`src/ctst_pkg.sv`:
```
// Package for the class-table string trimmer.
// Holds the item structs, register indexes, buffer sizing and the command and
// status structs shared by the controller and the datapath.
package ctst_pkg;

  localparam int PENDING_DEPTH = 32;
  localparam int PEND_AW = (PENDING_DEPTH > 1) ? $clog2(PENDING_DEPTH) : 1;
  localparam int PEND_CW = $clog2(PENDING_DEPTH + 1);

  localparam int CFG_IDX_W  = 3;
  localparam int CFG_DATA_W = 64;

  localparam logic [63:0] CLASS_0_RESET = 64'h0000_0001_0000_3600;
  localparam logic [2:0]  TRIM_MODE_RESET = 3'b111;

  localparam int MODE_LEAD  = 0;
  localparam int MODE_INNER = 1;
  localparam int MODE_TRAIL = 2;

  typedef enum logic [CFG_IDX_W-1:0] {
    CFG_CLASS_0   = 3'd0,
    CFG_CLASS_1   = 3'd1,
    CFG_CLASS_2   = 3'd2,
    CFG_CLASS_3   = 3'd3,
    CFG_TRIM_MODE = 3'd4
  } cfg_reg_e;

  typedef struct packed {
    logic [7:0] in_byte;
    logic       in_last;
  } src_item_t;

  typedef struct packed {
    logic [7:0] out_byte;
    logic       byte_valid;
    logic       run_last;
    logic       string_end;
    logic       pending_overflow;
  } res_item_t;

  typedef enum logic [1:0] {
    LOAD_NONE  = 2'd0,
    LOAD_NOW   = 2'd1,
    LOAD_DRAIN = 2'd2,
    LOAD_TAIL  = 2'd3
  } load_sel_e;

  typedef struct packed {
    logic               accept;
    load_sel_e          load_sel;
    logic               run_end;
    logic [PEND_AW-1:0] rd_addr;
  } ctst_cmd_t;

  typedef struct packed {
    logic               can_load;
    logic               now_result;
    logic               need_drain;
    logic [PEND_CW-1:0] drain_len;
    logic               tail_byte;
  } ctst_stat_t;

endpackage

```
`src/ctst_datapath.sv`:
```
// Datapath of the string trimmer: class table, mode, string state, pending
// buffer memory and the result register. Uses ctst_pkg; driven by ctst_ctrl.
module ctst_datapath (
  input  logic                           clk,
  input  logic                           rst,
  input  logic                           cfg_we,
  input  logic [ctst_pkg::CFG_IDX_W-1:0]  cfg_index,
  input  logic [ctst_pkg::CFG_DATA_W-1:0] cfg_data,
  input  ctst_pkg::src_item_t            src_item,
  input  logic                           res_stall,
  output logic                           res_valid,
  output ctst_pkg::res_item_t            res_item,
  input  ctst_pkg::ctst_cmd_t            cmd,
  output ctst_pkg::ctst_stat_t           stat
);
  import ctst_pkg::*;

  logic [63:0] class_0;
  logic [63:0] class_1;
  logic [63:0] class_2;
  logic [63:0] class_3;
  logic [2:0]  trim_mode;

  logic               front;
  logic [PEND_CW-1:0] pend_count;
  logic               pend_ovf;
  logic [7:0]         pend_mem [PENDING_DEPTH];
  logic [7:0]         rd_data;

  logic [7:0] hold_byte;
  logic       hold_last;
  logic       hold_ovf;

  logic [255:0]       class_tbl;
  logic               trim;
  logic               hold_mode;
  logic               emit;
  logic               has_room;
  logic               push;
  logic               ovf_item;
  logic               pre_drain;
  logic               post_drain;
  logic [PEND_CW-1:0] count_after;
  logic               can_load;

  assign class_tbl = {class_3, class_2, class_1, class_0};
  assign trim      = class_tbl[src_item.in_byte];
  assign hold_mode = trim_mode[MODE_INNER] | trim_mode[MODE_TRAIL];
  assign has_room  = pend_count < PEND_CW'(PENDING_DEPTH);

  always_comb begin
    emit        = 1'b1;
    push        = 1'b0;
    ovf_item    = pend_ovf;
    pre_drain   = 1'b0;
    count_after = '0;
    if (trim) begin
      count_after = pend_count;
      if (front) begin
        emit = ~trim_mode[MODE_LEAD];
      end else if (hold_mode) begin
        emit = 1'b0;
        push = has_room;
        if (!has_room) begin
          ovf_item = 1'b1;
        end
        count_after = pend_count + PEND_CW'(push);
      end
    end else begin
      pre_drain = ~front & (pend_count != '0) & ~trim_mode[MODE_INNER];
    end
    post_drain = src_item.in_last & (count_after != '0) & ~trim_mode[MODE_TRAIL];
  end

  assign can_load        = ~res_valid | ~res_stall;
  assign stat.can_load   = can_load;
  assign stat.need_drain = pre_drain | post_drain;
  assign stat.drain_len  = pre_drain ? pend_count : count_after;
  assign stat.tail_byte  = emit & pre_drain;
  assign stat.now_result = (emit & ~pre_drain) |
                           (src_item.in_last & ~emit & ~pre_drain & ~post_drain);

  always_ff @(posedge clk) begin
    if (rst) begin
      class_0   <= CLASS_0_RESET;
      class_1   <= '0;
      class_2   <= '0;
      class_3   <= '0;
      trim_mode <= TRIM_MODE_RESET;
    end else if (cfg_we) begin
      case (cfg_index)
        CFG_CLASS_0:   class_0   <= cfg_data;
        CFG_CLASS_1:   class_1   <= cfg_data;
        CFG_CLASS_2:   class_2   <= cfg_data;
        CFG_CLASS_3:   class_3   <= cfg_data;
        CFG_TRIM_MODE: trim_mode <= cfg_data[2:0];
        default: ;
      endcase
    end
  end

  always_ff @(posedge clk) begin
    if (rst) begin
      front      <= 1'b1;
      pend_count <= '0;
      pend_ovf   <= 1'b0;
    end else if (cmd.accept) begin
      if (src_item.in_last) begin
        front      <= 1'b1;
        pend_count <= '0;
        pend_ovf   <= 1'b0;
      end else begin
        front      <= front & trim;
        pend_count <= count_after;
        pend_ovf   <= ovf_item;
      end
    end
  end

  always_ff @(posedge clk) begin
    if (cmd.accept && push) begin
      pend_mem[pend_count[PEND_AW-1:0]] <= src_item.in_byte;
    end
    rd_data <= pend_mem[cmd.rd_addr];
  end

  always_ff @(posedge clk) begin
    if (cmd.accept) begin
      hold_byte <= src_item.in_byte;
      hold_last <= src_item.in_last;
      hold_ovf  <= ovf_item;
    end
  end

  always_ff @(posedge clk) begin
    if (rst) begin
      res_valid <= 1'b0;
    end else if (cmd.load_sel != LOAD_NONE) begin
      res_valid <= 1'b1;
    end else if (!res_stall) begin
      res_valid <= 1'b0;
    end
  end

  always_ff @(posedge clk) begin
    unique case (cmd.load_sel)
      LOAD_NOW: begin
        res_item.out_byte         <= emit ? src_item.in_byte : 8'd0;
        res_item.byte_valid       <= emit;
        res_item.run_last         <= ~post_drain;
        res_item.string_end       <= src_item.in_last & ~post_drain;
        res_item.pending_overflow <= ovf_item;
      end
      LOAD_DRAIN: begin
        res_item.out_byte         <= rd_data;
        res_item.byte_valid       <= 1'b1;
        res_item.run_last         <= cmd.run_end;
        res_item.string_end       <= cmd.run_end & hold_last;
        res_item.pending_overflow <= hold_ovf;
      end
      LOAD_TAIL: begin
        res_item.out_byte         <= hold_byte;
        res_item.byte_valid       <= 1'b1;
        res_item.run_last         <= 1'b1;
        res_item.string_end       <= hold_last;
        res_item.pending_overflow <= hold_ovf;
      end
      LOAD_NONE: ;
    endcase
  end

  a_count_bound: assert property (@(posedge clk) disable iff (rst)
    pend_count <= PEND_CW'(PENDING_DEPTH))
    else $error("Pending count exceeds the buffer depth.");

  a_front_empty: assert property (@(posedge clk) disable iff (rst)
    front |-> (pend_count == '0))
    else $error("Bytes are held while no retained byte has been seen.");

  a_end_clears: assert property (@(posedge clk) disable iff (rst)
    (cmd.accept && src_item.in_last) |=> (front && pend_count == '0 && !pend_ovf))
    else $error("String state not cleared after the final byte.");

endmodule

```
`src/ctst_ctrl.sv`:
```
// Controller of the string trimmer: accepts items and sequences the release
// of held runs from the pending buffer. Uses ctst_pkg; drives ctst_datapath.
module ctst_ctrl (
  input  logic                 clk,
  input  logic                 rst,
  input  logic                 src_valid,
  output logic                 src_stall,
  input  ctst_pkg::ctst_stat_t stat,
  output ctst_pkg::ctst_cmd_t  cmd
);
  import ctst_pkg::*;

  typedef enum logic [3:0] {
    S_IDLE  = 4'b0001,
    S_FETCH = 4'b0010,
    S_DRAIN = 4'b0100,
    S_TAIL  = 4'b1000
  } state_t;

  state_t             state;
  state_t             state_next;
  logic [PEND_AW-1:0] idx;
  logic [PEND_AW-1:0] idx_next;
  logic [PEND_CW-1:0] len;
  logic [PEND_CW-1:0] len_next;
  logic               tail;
  logic               tail_next;
  logic               final_entry;

  assign final_entry = PEND_CW'(idx) == (len - PEND_CW'(1));
  assign src_stall   = ~((state == S_IDLE) & stat.can_load);

  always_comb begin
    state_next   = state;
    idx_next     = idx;
    len_next     = len;
    tail_next    = tail;
    cmd.accept   = 1'b0;
    cmd.load_sel = LOAD_NONE;
    cmd.run_end  = 1'b0;
    cmd.rd_addr  = '0;
    unique case (state)
      S_IDLE: begin
        if (src_valid && stat.can_load) begin
          cmd.accept   = 1'b1;
          cmd.load_sel = stat.now_result ? LOAD_NOW : LOAD_NONE;
          if (stat.need_drain) begin
            len_next   = stat.drain_len;
            tail_next  = stat.tail_byte;
            state_next = S_FETCH;
          end
        end
      end
      S_FETCH: begin
        idx_next   = '0;
        state_next = S_DRAIN;
      end
      S_DRAIN: begin
        cmd.rd_addr = idx;
        if (stat.can_load) begin
          cmd.load_sel = LOAD_DRAIN;
          cmd.run_end  = final_entry & ~tail;
          if (final_entry) begin
            state_next = tail ? S_TAIL : S_IDLE;
          end else begin
            idx_next    = idx + PEND_AW'(1);
            cmd.rd_addr = idx + PEND_AW'(1);
          end
        end
      end
      S_TAIL: begin
        if (stat.can_load) begin
          cmd.load_sel = LOAD_TAIL;
          state_next   = S_IDLE;
        end
      end
      default: state_next = S_IDLE;
    endcase
  end

  always_ff @(posedge clk) begin
    if (rst) begin
      state <= S_IDLE;
      idx   <= '0;
      len   <= '0;
      tail  <= 1'b0;
    end else begin
      state <= state_next;
      idx   <= idx_next;
      len   <= len_next;
      tail  <= tail_next;
    end
  end

  a_load_free: assert property (@(posedge clk) disable iff (rst)
    (cmd.load_sel != LOAD_NONE) |-> stat.can_load)
    else $error("Result register loaded while its item is still stalled.");

  a_fetch_drain: assert property (@(posedge clk) disable iff (rst)
    (state == S_FETCH) |=> (state == S_DRAIN && idx == '0))
    else $error("Buffer fetch not followed by a drain from the first entry.");

  a_drain_range: assert property (@(posedge clk) disable iff (rst)
    (state == S_DRAIN) |-> (len != '0 && PEND_CW'(idx) < len))
    else $error("Drain index outside the held run.");

endmodule

```
`src/class_table_string_trim.sv`:
```
// Top level of the class-table string trimmer.
// Joins ctst_ctrl and ctst_datapath; types and constants come from ctst_pkg.
//
//   channel   handshake                 payload
//   config    cfg_we                    cfg_index, cfg_data
//   source    src_valid / src_stall     src_item (in_byte, in_last)
//   result    res_valid / res_stall     res_item (trimmed byte and flags)
//
// An item that releases no held run leaves the controller in S_IDLE. An item
// that releases a held run passes S_FETCH, the registered read of the pending
// buffer, S_DRAIN for each run byte and S_TAIL when a kept byte follows.
// Reset is synchronous and restores the class table, the mode and the string
// state. A stalled result holds the result register and the next item waits.
module class_table_string_trim (
  input  logic                           clk,
  input  logic                           rst,
  input  logic                           cfg_we,
  input  logic [ctst_pkg::CFG_IDX_W-1:0]  cfg_index,
  input  logic [ctst_pkg::CFG_DATA_W-1:0] cfg_data,
  input  logic                           src_valid,
  output logic                           src_stall,
  input  ctst_pkg::src_item_t            src_item,
  output logic                           res_valid,
  input  logic                           res_stall,
  output ctst_pkg::res_item_t            res_item
);
  import ctst_pkg::*;

  ctst_cmd_t  cmd;
  ctst_stat_t stat;

  ctst_ctrl u_ctrl (
    .clk       (clk),
    .rst       (rst),
    .src_valid (src_valid),
    .src_stall (src_stall),
    .stat      (stat),
    .cmd       (cmd)
  );

  ctst_datapath u_datapath (
    .clk       (clk),
    .rst       (rst),
    .cfg_we    (cfg_we),
    .cfg_index (cfg_index),
    .cfg_data  (cfg_data),
    .src_item  (src_item),
    .res_stall (res_stall),
    .res_valid (res_valid),
    .res_item  (res_item),
    .cmd       (cmd),
    .stat      (stat)
  );

endmodule
```
`config.mk`:
```
export PLATFORM = sky130hd
export DESIGN_NAME = class_table_string_trim
export DESIGN_NICKNAME = d
export VERILOG_FILES = /design/src/ctst_pkg.sv /design/src/ctst_datapath.sv /design/src/ctst_ctrl.sv /design/src/class_table_string_trim.sv
export SDC_FILE = /design/constraint.sdc
export NUM_CORES = 1
export LEC_CHECK = 0
export BUFFER_PORTS_ARGS = -buffer_cell sky130_fd_sc_hd__buf_2
export CORE_UTILIZATION = 25
export DETAILED_ROUTE_END_ITERATION = 10
export GPL_TIMING_DRIVEN = 0
export HOLD_SLACK_MARGIN = 0.08
export PLACE_DENSITY = 0.35
export SKIP_CTS_REPAIR_TIMING = 1
export SYNTH_ARGS = -nofsm -noshare
export SYNTH_HDL_FRONTEND = slang
export SYNTH_SLANG_ARGS = --single-unit
export TNS_END_PERCENT = 50
```
`constraint.sdc`:
```
create_clock -name clk -period 4.6 [get_ports clk]
set_clock_uncertainty 0.15 [all_clocks]
set_input_delay 0.46 -clock clk [delete_from_list [all_inputs] [get_ports clk]]
set_output_delay 0.46 -clock clk [all_outputs]
set_load 0.005 [all_outputs]
```
# Word-level counts from Yosys, hierarchy flattened
# Memories as Yosys holds them, arrays and structs flattened. A register that Yosys moved wholly into a read port is not among the register bits.
# Index checks and enable logic that the tools add are counted.
[word_totals] register_bits=306 ramBits=256 input_bits=81 n_memories=1
[op_classes] n_addsub=3 order_cmp=2 n_eq_ne=18 muxes=43 bitwise_logic=29 n_reduce_logical=16
[memory_table] name="u_datapath.pend_mem" words=32 width=8 rd=1 rd_clocked_by_memory_dff=1 write_ports=1 line="ctst_datapath.sv:27" text="logic [7:0] pend_mem [PENDING_DEPTH];"
[op_table] op="6-bit two-way mux" count=6
[op_table] op="12-bit one-hot mux with 3 select lines" count=1
[op_table] op="4-bit two-way mux" count=6
[op_table] op="1-bit two-way mux" count=20
[op_table] op="8-bit two-way mux" count=2
[op_table] op="4-bit one-hot mux with 4 select lines" count=1
[op_table] op="1-bit bitwise AND" count=14
[op_table] op="2-bit AND reduction" count=6
[op_table] op="6-bit nonzero test" count=2
[op_table] op="1-bit NOT" count=11
[op_table] op="5-bit two-way mux" count=2
[op_table] op="5-bit one-hot mux with 2 select lines" count=1
[op_table] op="8-bit by 9-bit < comparator with 1-bit output, second input constant" count=1
[op_table] op="1-bit binary-select mux with 8-bit select" count=1
[op_table] op="2-bit by 1-bit inequality test with 1-bit output, second input constant" count=4
[op_table] op="6-bit by 1-bit adder with 6-bit output" count=1
[op_table] op="3-bit by 2-bit equality test with 1-bit output, second input constant" count=2
[op_table] op="5-bit by 6-bit equality test with 1-bit output" count=1
[op_table] op="6-bit < comparator, second input constant" count=1
[op_table] op="2-bit one-hot mux with 3 select lines" count=1
[op_table] op="6-bit by 1-bit subtractor with 6-bit output, second input constant" count=1
[op_table] op="5-bit by 1-bit adder with 5-bit output, second input constant" count=1
[op_table] op="5-bit AND reduction" count=1
[op_table] op="2-bit equality test, second input constant" count=2
[op_table] op="16 further kinds" count=22

# Longest topological paths before layout
[logic_depth] ltp_word=17 depth_mapped=14 depth_no_buf=11

# Modules after synthesis
# A second synthesis with hierarchy kept.
[unflattened] cells_unflattened=2044 hier_area_um2=24048.1
[modules_own_cells] mod="ctst_datapath" instances=1 cells_per_inst=1912 area_each_um2=22979.5 seq_area_each_um2=13873.3
[modules_own_cells] mod="ctst_ctrl" instances=1 cells_per_inst=132 area_each_um2=1068.5 seq_area_each_um2=320.3

# Least setup slack after synthesis
# Ideal clock, no wire load.
[synth_path] kind="input -> register" start="in src_item[2] (netlist name)" end="mem u_datapath.pend_mem[24][0], enable pin" setup_time_ns=0.370 t_arrival_ns=2.898 t_required_ns=4.080 slack_ns=1.182 path_stages=13 path_buffers=4 cell_sequence="buf_6 > buf_4 > buf_4 > mux2i_1 > a22oi_1 > and4_1 > a31oi_1 > a41o_1 > o211a_1 > buf_6 > nor2_1 > nand3_1 > nor2_1"
[synth_between] elab_chain_cells=6
[synth_lines] element="start: declaration" line="class_table_string_trim.sv:22" text="input ctst_pkg::src_item_t src_item,"
[synth_lines] element="1-bit binary-select mux with 8-bit select" line="ctst_datapath.sv:47" text="assign trim = class_tbl[src_item.in_byte];"
[synth_lines] element="1-bit two-way mux (not written as such)" line="ctst_datapath.sv:47"
[synth_lines] element="1-bit two-way mux" line="ctst_datapath.sv:57" text="if (trim) begin"
[synth_lines] element="1-bit logical AND" line="ctst_datapath.sv:121" text="if (cmd.accept && push) begin"
[synth_lines] element="1-bit two-way mux" line="ctst_datapath.sv:121"
[synth_lines] element="1-bit two-way mux (not written as such)" line="ctst_datapath.sv:122" text="pend_mem[pend_count[PEND_AW-1:0]] <= src_item.in_byte;"
[synth_lines] element="end: declaration" line="ctst_datapath.sv:27"
# Every way passes these cells. The select of a mux whose other input is x is not followed.

# Worst setup path after layout
[layout_path] start="in src_item[1] (netlist name)" end="mem u_datapath.pend_mem[31][1], enable pin"
# The elaborated chain is that of the path after synthesis.

==> reports/results.txt <==
Peak VDD IR: 0.0002143 V
initial antenna violation count: 1
DR WL/cell: 24.16 um
Slew headroom: 23.56%
Setup-failing EPs final: 0
Hold Path Depth: 5
Pwr Density: 392.8 nW/um^2
number of flops mapped to enable cells by yosys: 278
Async S/R FF share, synth: 0%
grt ovf: 0
CTS Buffer Depth: 3
TritonCTS clock tree: yes
Crit. End Element: flip-flop
Static Leak: 9.981 nW
sequential area share after synthesis: 57.45%
drt first pass iters: 5
CTS root buf: clkbuf_16
average via count per standard cell: 4.945
share of the clock period used by the worst path after layout: 99.74%
Max Freq: 0.2180 GHz
Main synth FF type: dfxtp_1
Clk Latency, worst-skew pair: 0.64 ns
Hold EP: u_datapath.class_2[1]
first-pass GRT wire length: 133100 um
Mapped Cells: 2324
RSZ-0062 raised after global routing: yes
Mapped Nets: 2409
Hold Crit Class: in2reg
Final min period: 4.588 ns
drc violations: 0
FF-to-FF End: u_datapath.rd_data[5]
Yosys warning count: 0
io pins: 95
crit path kind: in2reg
maxcap violations: 0
Reg2Reg Setup Slack: 0.37 ns
R2R depth: 13
DIE AREA: 100100 sq um
mean post-synth cell area: 10.63 sq um
Worst EP required: 4.73 ns
post-route ant nets: 0
Die Wd: 316.4 um
H-Tree Depth: 3
total number of vias: 19260
final setup margin: 0.01194 ns
Slew Viols, Final: 0
Pwr Total: 11.84 mW
Final Hold Vio Count: 0
P&R area growth vs syn: 21.98%
I/O Buffers: 92
number of DRC markers in iteration 0: 1604
CTS Sinks: 570
Routed WL: 94090 um
Worst-path clk slew: 0.06 ns
post-place setup slack: -1.736 ns
gpl congestion: 0.8438
Starting Density: 25.40%
Synth Register Bits: 570
CP Data Arrival Time: 4.71 ns
synthesized area: 24710 sq um
die height: 316.4 um
vias in the first global route: 18440
Row Count: 114
ratio of cells with drive above 1 in the final layout: 15.62%
Tot GR Track Use: 18.66%
commonest non-fill, non-tap cells in the layout: nand2_1 (592), dfxtp_1 (292), a21oi_1 (283)
most common cell after layout, fill and taps aside: nand2_1
core region area: 97280 sq um
outcome: finished clean
Max FO, Critical Path: 36
distinct cell type count after synthesis: 91
DP HPWL: 66890 um
TritonCTS buffer count: 71
Worst-Margin Slew: 1.147 ns
hold path start: cfg_index[1]
Antenna Cells: 0
r2r startpoint: u_ctrl.len[0]
largest net degree at the start of global routing: 40
nature of the critical path startpoint: input pin
layout net count: 2649
[power by group]
group | internal [mW] | switching [mW]
combinational | 0.204 | 0.463
clock | 3.45 | 2.30
sequential | 5.39 | 0.0326
[final cells by class]
cell class / count / area, sq um
plain buffers: 173 / 800.8
fillers: 10080 / 67140
clock buffers: 95 / 1988
well taps: 1276 / 1597
inverters: 23 / 86.33
clock inverters: 33 / 405.4
repair buffers: 168 / 1231
multi-input cells: 1557 / 9837
flip-flops and latches: 570 / 14190
[layer usage]
metal	global-route usage, %	wire, um	part of all wire [%]
met5	0	0	0
met4	5.245	2110	2.2
met3	3.172	4165	4.4
met2	30.33	44620	47
met1	25.45	43200	46
[per-stage QoR]
stage	setup TNS [ns]	cell area, sq um	hold slack [ns]	cells	util (%)
2_1_floorplan	0	24710	0.2829	2324	-
3_3_place_gp	-410.69	26760	0.2892	3692	27.51
3_5_place_dp	-415.33	26780	0.2962	3693	27.53
4_1_cts	-216.90	29180	-0.05124	3821	29.99
5_1_grt	-11.52	30140	0.1723	3895	30.98
6_report	0	30140	0.1557	3895	30.98
[cell usage after synthesis, drive strengths merged (30+ instances only)]
master / n / share of area, %
buf: 61 / 1.5
o21ai: 30 / 0.65
dfxtp: 292 / 24
edfxtp: 278 / 34
nand2: 592 / 9.0
mux4: 56 / 5.1
a21oi: 284 / 5.8
nor2: 90 / 1.4
mux2i: 86 / 3.5
clkbuf: 113 / 1.7
mux2: 30 / 1.4
nand3: 56 / 1.2
[how the worst max path moves through the flow]
stage | startpoint | to | slack [ns] | cells past startpoint
after floorplan | src_item[2] | u_datapath.pend_mem[24][0] | 1.18 | 13
after global placement | src_item[5] | u_datapath.pend_mem[30][3] | -1.71 | 13
after detailed placement | src_item[5] | u_datapath.pend_mem[30][1] | -1.74 | 13
after CTS | src_item[5] | u_datapath.pend_mem[30][3] | -1.13 | 13
after global routing | src_item[2] | u_datapath.pend_mem[31][0] | -0.14 | 14
final | src_item[1] | u_datapath.pend_mem[31][1] | 0.01 | 13
[critical path: stages]
cell	delay (ns)
clkbuf_4	0.37
buf_4	0.38
clkbuf_4	0.32
nor2_1	0.68
a22oi_1	0.18
a211oi_1	0.25
or4_1	0.26
nand3_2	0.13
o211a_1	0.19
buf_6	0.15
nor2_1	0.25
nand3_2	0.49
nor2_4	0.51
[kinds of logic after synthesis]
group / count (synthesis) / share of synthesized area [%]
flip-flops: 570 / 57.45
AO/OA/AOI/OAI: 539 / 14.19
buffers and inverters: 197 / 3.575
XOR/XNOR: 13 / 0.5520
multiplexers: 172 / 10.00
adder cells (fa/ha/maj): 4 / 0.2026
AND/OR/NAND/NOR: 829 / 14.03
[flip-flops by register name, summed over array words and instances, names as in the netlist]
name	flops
u_datapath.hold_last	1
u_datapath.front	1
u_ctrl.idx	5
u_ctrl.state	4
u_datapath.class_3	64
u_datapath.hold_ovf	1
u_datapath.trim_mode	3
u_datapath.rd_data	8
u_datapath.class_0	64
u_datapath.res_item	12
u_datapath.pend_ovf	1
u_datapath.pend_count	6
u_ctrl.tail	1
u_datapath.class_1	64
u_datapath.hold_byte	8
u_ctrl.len	6
u_datapath.res_valid	1
u_datapath.pend_mem	256
u_datapath.class_2	64
No activity file was read; power rests on OpenSTA's default activity.
